==> config.mk <==
export PLATFORM = sky130hd
export DESIGN_NAME = sit_front
export DESIGN_NICKNAME = d
export VERILOG_FILES = /design/src/rtl/sit_pkg.sv /design/src/rtl/sit_front.sv
export SDC_FILE = /design/constraint.sdc
export NUM_CORES = 1
export LEC_CHECK = 0
export BUFFER_PORTS_ARGS = -buffer_cell sky130_fd_sc_hd__buf_2
export CORE_MARGIN = 5
export CORE_UTILIZATION = 50
export CTS_CLUSTER_SIZE = 24
export DETAILED_ROUTE_END_ITERATION = 6
export PLACE_DENSITY = 0.81
export SLEW_MARGIN = 20
export SYNTH_ARGS = -nofsm -noshare
export SYNTH_HDL_FRONTEND = slang
export SYNTH_SLANG_ARGS = --single-unit
==> constraint.sdc <==
create_clock -name aclk -period 12.62 [get_ports aclk]
set_input_delay 1.262 -clock aclk [delete_from_list [all_inputs] [get_ports aclk]]
set_output_delay 1.262 -clock aclk [all_outputs]
set_load 0.1 [all_outputs]
==> src/rtl/sit_pkg.sv <==
`default_nettype none

package sit_pkg;

    // Default coordinate width
    localparam int COORD_WIDTH_DEF = 16;

    // Configuration port
    localparam int CFG_INDEX_WIDTH = 3;
    localparam logic [CFG_INDEX_WIDTH-1:0] REG_WALL_AX = CFG_INDEX_WIDTH'(0);
    localparam logic [CFG_INDEX_WIDTH-1:0] REG_WALL_AY = CFG_INDEX_WIDTH'(1);
    localparam logic [CFG_INDEX_WIDTH-1:0] REG_WALL_BX = CFG_INDEX_WIDTH'(2);
    localparam logic [CFG_INDEX_WIDTH-1:0] REG_WALL_BY = CFG_INDEX_WIDTH'(3);

    // Result channel: one flag, padded to a byte
    localparam int OUT_TDATA_WIDTH = 8;

    // Coordinate differences (P1/P2 = move, P3/P4 = wall)
    localparam int D_X21 = 0;
    localparam int D_Y21 = 1;
    localparam int D_X31 = 2;
    localparam int D_Y31 = 3;
    localparam int D_X41 = 4;
    localparam int D_Y41 = 5;
    localparam int D_X43 = 6;
    localparam int D_Y43 = 7;
    localparam int D_X13 = 8;
    localparam int D_Y13 = 9;
    localparam int D_X23 = 10;
    localparam int D_Y23 = 11;
    localparam int DIFF_COUNT = 12;

    // Two products per orientation
    localparam int ORIENT_COUNT = 4;
    localparam int PROD_COUNT   = 2 * ORIENT_COUNT;

    // Endpoint-on-segment range checks
    typedef struct packed {
        logic p3_on_move;
        logic p4_on_move;
        logic p1_on_wall;
        logic p2_on_wall;
    } between_t;

    // Orientation signs, bit i for orientation a(i+1)
    typedef struct packed {
        logic [ORIENT_COUNT-1:0] zero;
        logic [ORIENT_COUNT-1:0] pos;
    } orient_t;

endpackage

`default_nettype wire

==> src/rtl/sit_front.sv <==
`default_nettype none

module sit_front #(
    parameter int W = sit_pkg::COORD_WIDTH_DEF
) (
    input  wire                     aclk,
    input  wire                     aresetn,
    input  wire                     in_valid,
    output logic                    in_ready,
    input  wire logic signed [W-1:0] x1,
    input  wire logic signed [W-1:0] y1,
    input  wire logic signed [W-1:0] x2,
    input  wire logic signed [W-1:0] y2,
    input  wire logic signed [W-1:0] x3,
    input  wire logic signed [W-1:0] y3,
    input  wire logic signed [W-1:0] x4,
    input  wire logic signed [W-1:0] y4,
    output logic                    out_valid,
    input  wire                     out_ready,
    output logic signed [W:0]       diff [sit_pkg::DIFF_COUNT],
    output sit_pkg::between_t       flags
);

    logic                    valid_reg;
    logic signed [W:0]       diff_reg  [sit_pkg::DIFF_COUNT];
    logic signed [W:0]       diff_next [sit_pkg::DIFF_COUNT];
    sit_pkg::between_t       flags_reg;
    sit_pkg::between_t       flags_next;

    function automatic logic signed [W:0] sub(input logic signed [W-1:0] a,
                                              input logic signed [W-1:0] b);
        return $signed({a[W-1], a}) - $signed({b[W-1], b});
    endfunction

    function automatic logic in_range(input logic signed [W-1:0] a,
                                      input logic signed [W-1:0] b,
                                      input logic signed [W-1:0] c);
        return (a <= c && c <= b) || (a >= c && c >= b);
    endfunction

    // Point C within segment AB: x range unless the segment is vertical
    function automatic logic between(input logic signed [W-1:0] ax,
                                     input logic signed [W-1:0] ay,
                                     input logic signed [W-1:0] bx,
                                     input logic signed [W-1:0] by,
                                     input logic signed [W-1:0] cx,
                                     input logic signed [W-1:0] cy);
        return (ax != bx) ? in_range(ax, bx, cx) : in_range(ay, by, cy);
    endfunction

    // Form the twelve differences the orientation products need
    always_comb begin
        diff_next[sit_pkg::D_X21] = sub(x2, x1);
        diff_next[sit_pkg::D_Y21] = sub(y2, y1);
        diff_next[sit_pkg::D_X31] = sub(x3, x1);
        diff_next[sit_pkg::D_Y31] = sub(y3, y1);
        diff_next[sit_pkg::D_X41] = sub(x4, x1);
        diff_next[sit_pkg::D_Y41] = sub(y4, y1);
        diff_next[sit_pkg::D_X43] = sub(x4, x3);
        diff_next[sit_pkg::D_Y43] = sub(y4, y3);
        diff_next[sit_pkg::D_X13] = sub(x1, x3);
        diff_next[sit_pkg::D_Y13] = sub(y1, y3);
        diff_next[sit_pkg::D_X23] = sub(x2, x3);
        diff_next[sit_pkg::D_Y23] = sub(y2, y3);
    end

    // Range checks for the collinear and touching cases
    always_comb begin
        flags_next.p3_on_move = between(x1, y1, x2, y2, x3, y3);
        flags_next.p4_on_move = between(x1, y1, x2, y2, x4, y4);
        flags_next.p1_on_wall = between(x3, y3, x4, y4, x1, y1);
        flags_next.p2_on_wall = between(x3, y3, x4, y4, x2, y2);
    end

    assign in_ready = !valid_reg || out_ready;

    // Advance the stage when the next one has room
    always_ff @(posedge aclk) begin
        if (!aresetn) begin
            valid_reg <= 1'b0;
        end else if (in_ready) begin
            valid_reg <= in_valid;
        end
    end

    always_ff @(posedge aclk) begin
        if (in_ready && in_valid) begin
            diff_reg  <= diff_next;
            flags_reg <= flags_next;
        end
    end

    assign out_valid = valid_reg;
    assign diff      = diff_reg;
    assign flags     = flags_reg;

endmodule

`default_nettype wire

; ---- Word-level counts from Yosys, hierarchy flattened
; Index checks and enable logic that the tools add are counted.
[totals]
inputBits = 132
latchBits = 0
out_inout_bits = 210
mem_count = 0
mem_bits_ro = 0
ramBits = 0
reg_bits = 209
[op_classes]
reduce_logical = 27
n_bitwise = 0
n_mux = 4
n_addsub = 12
magnitude_cmp = 24
eq_ne = 2
shift = 0
n_mul = 0
n_div = 0
[op_table]
columns = op, count
row1 = subtractor 16 x 16 -> 17 bit, 12
row2 = greater-or-equal comparator 16 bit, 12
row3 = less-or-equal comparator 16 bit, 12
row4 = inequality test 16 bit, 2
row5 = logical AND 1 bit, 17
row6 = logical OR 1 bit, 9
row7 = 2-to-1 mux 1 bit, 4
row8 = zero test 1 bit, 1

; ---- Logic depth before layout (Yosys ltp)
[depth]
ltp_word = 4
depth_mapped = 11
ltp_nobuf = 11

; ---- Worst setup path before layout
; Ideal clock, no wire load.
[synth_timing]
path_type = input port to flip-flop
start = input port out_ready
end = register diff_reg, in the netlist diff[0], enable pin
setup_time_ns = 0.590
arrival_time_ns = 6.852
required_ns = 12.030
path_slack_ns = 5.178
cell_stages = 2
path_cell_list = nand2b_1 and2_1
[synth_between]
elab_chain_cells = 2
[synth_lines]
columns = element, line
row1 = from (decl), sit_front.sv:19  ; input wire out_ready,
row2 = logical OR 1 bit, sit_front.sv:75  ; assign in_ready = !valid_reg || out_ready;
row3 = logical AND 1 bit, sit_front.sv:87  ; if (in_ready && in_valid) begin
row4 = to (signal assigned), sit_front.sv:88  ; diff_reg <= diff_next;
row5 = to (decl), sit_front.sv:25  ; logic signed [W:0] diff_reg [sit_pkg::DIFF_COUNT];
; Every way passes these cells.
; A chain may end at the register's enable or synchronous reset.

==> results.ini <==
[floorplanning]
boundaryPins = 342
die_w_um = 191
row_count = 66
die_h_um = 191
design.core.area_sq_um = 32500
start_util_pct = 50.6
die_area_sq_um = 36600

[clock_network]
postCtsHoldBufs = 0
cts_tree = done
clkSinkCount = 207
cts_buffer_depth = 3
path_clk_slew_ns = 0.06
cts-root-buf = clkbuf_16
cts-htree-levels = 1
numCtsBuffers = 24
insertion_delay_ns = 0.52
cts_setup_buffers = 0
post_cts_resized = 0

[power]
p_leak_nw = 8.91
p_comb_share_pct = 44.4
intPower_w = 0.00165
power_w = 0.00299
pwr-share-seq_pct = 30.6
p_clk_share_pct = 25.1
netSwitchingPower_w = 0.00134
powerDensity_nw_per_um2 = 154
ir_worst_vdd_uv = 141
swShare_pct = 44.9

[sta]
tightest_slew_ns = 1.08
slew_headroom_pct = 27.3
fin_ws_ns = 9.06
period_minus_slack_ns = 3.56
setup_viol = 0
clock.fmax_mhz = 281
fin_crit_sh_pct = 28.2
clock_skew_ns = 0.00690
setup_tns_ns = 0
rsz0062_at_grt = false
slew_viol_final = 0
hold_violations = 0
whs_ns = 0.530

[critical_path]
start_kind = input port
rr_endpoint = diff[15]
reg2reg_slack_ns = 10.08
critPathArrivalTime_ns = 3.77
startpoint = x3[1]
worst_setup_path_end_kind = register
r2r_cells = 4
critical_path_class = input port to register
crit_fanout = 5
required_ns = 12.83
crit_end = flags[3]
r2r-start = out_valid

[logic_synthesis]
synth_nets = 2012
seq_area_frac_synth_pct = 37.8
netlist_area_sq_um = 16400
synth-seq-cells = 207
yosysWarnings = 0
syn_inst = 1636
yosys.cell_types.count = 67
synth_edf_count = 206
syn-mean-instance-area_sq_um = 10.0
async_flop_share_pct = 0
synth_ff_type = edfxtp_1

[route]
drtIter0Drc = 836
drc = 0
postRouteAntennaNets = 0
routed_wl_um = 51300
wl_per_cell_um = 21.1
firstDrtPassIters = 7
dr_total_vias = 14000
viasPerCell = 5.75

[outcome]
status = finished, final reports clean

[placement]
dpl.hpwl_um = 42600
preCtsSetupSlack_ns = 8.60
port_buffers = 341
place_congestion = 1.00

[grt]
grt_max_degree = 84
grt_first_pass_wirelength_um = 77200
track_usage_pct = 27.1
grt.overflow.total = 0
first_global_vias = 14500
antenna_found_initial = 3

[cells_and_area]
final_layout_size_suffix_gt1_share_pct = 19.8
fillCellCount = 2748
finalNetCount = 2350
utilization_pct = 59.9
area_delta_synth_final_pct = 18.3
largest_reg_flops = 202

[flow_run]
maxCapViolations = 0

[hold_path]
hp-class = register to register

## per-stage QoR
stage	cells	area (sq um)
finish	2437	19400
detailed placement	2390	18600
global route	2437	19400
CTS	2434	19400
floorplan	1636	16400
global placement	2390	18600
## logic make-up (layout without fill, tap and decap cells)
| logic type | after synthesis | in the layout | share of synthesized area (%) |
|---|---|---|---|
| flops | 207 | 207 | 37.8 |
| simple gates | 372 | 372 | 11.7 |
| mux | 10 | 10 | 0.609 |
| fa+ha+maj | 244 | 244 | 19.1 |
| xor+xnor | 160 | 160 | 8.53 |
| other cells | 0 | 3 | 0 |
| buf+inv | 185 | 541 | 4.34 |
| compound gates | 458 | 458 | 17.9 |
## per-layer routing
metal	GRT usage, %	vias up	share of wire (%)
met5	0	-	0
met4	10.4	0	4.2
met3	4.66	117	7.0
met2	50.1	581	50
met1	31.1	6623	38
li1	-	6687	-
## cell usage in the layout (no fill, tap or decap), types with 17 or more instances in the layout
cell type and instances:
nand2_1 56, o21a_1 31, xor2_1 45, ha_1 232, nor3_1 23, edfxtp_1 206, o21ai_0 41, a21o_1 72
buf_2 341, nand4_1 28, nor2b_1 43, o21bai_1 17, nor2_1 94, nand3_1 27, xnor2_1 115, o21ai_1 46
nand2b_1 26, clkbuf_16 25, a31oi_1 19, a21oi_1 142, inv_1 153
## power by group through the flow
stage          clock, W  sequential [W]  combinational [W]
6_report       0.000748        0.000912            0.00132
5_1_grt        0.000794        0.000919            0.00139
4_1_cts        0.000763        0.000913            0.00132
3_5_place_dp          0        0.000926            0.00132
3_3_place_gp          0        0.000926            0.00130
2_1_floorplan         0         0.00154           0.000437
## final cells by class
type	count	area, sq um	area share, %
timing repair buffer	344	1730	8.90
tap	442	553	2.85
clock buffer	27	633	3.26
clock inverter	17	219	1.13
sequential	207	6210	31.9
antenna	3	7.51	0.0386
inverter	153	574	2.96
multi-input combinational	1244	9510	48.9
## cell usage after synthesis (all sizes together) (27+ instances only)
cell type    n  area share [%]
nor2b       43             1.6
ha         232              18
nand2       56             1.3
xor2        45             2.4
nand4       28             1.1
nand3       27            0.82
o21a        31             1.4
nor2        95             2.2
xnor2      115             6.1
a21oi      142             4.3
inv        153             3.5
edfxtp     206              38
o21ai       87             2.7
a21o        72             3.3
## worst max-delay path: stages
cell	delay [ns]
buf_2	0.18
inv_1	0.15
ha_1	0.32
nor2b_1	0.15
o31a_1	0.28
o21bai_1	0.31
a21oi_1	0.17
a21oi_1	0.28
xor2_1	0.13
nor4_1	0.46
a41oi_1	0.08
## worst min path at each step
stage          slack, ns  startpoint  cells after the start         to
6_report            0.53   out_valid                      2  out_valid
5_1_grt             0.58   out_valid                      2  out_valid
4_1_cts             0.54   out_valid                      2  out_valid
3_5_place_dp        0.53   out_valid                      2  out_valid
3_3_place_gp        0.51   out_valid                      2  out_valid
2_1_floorplan       1.40    in_valid                      2  out_valid
Power figures use the tool's default switching activity.
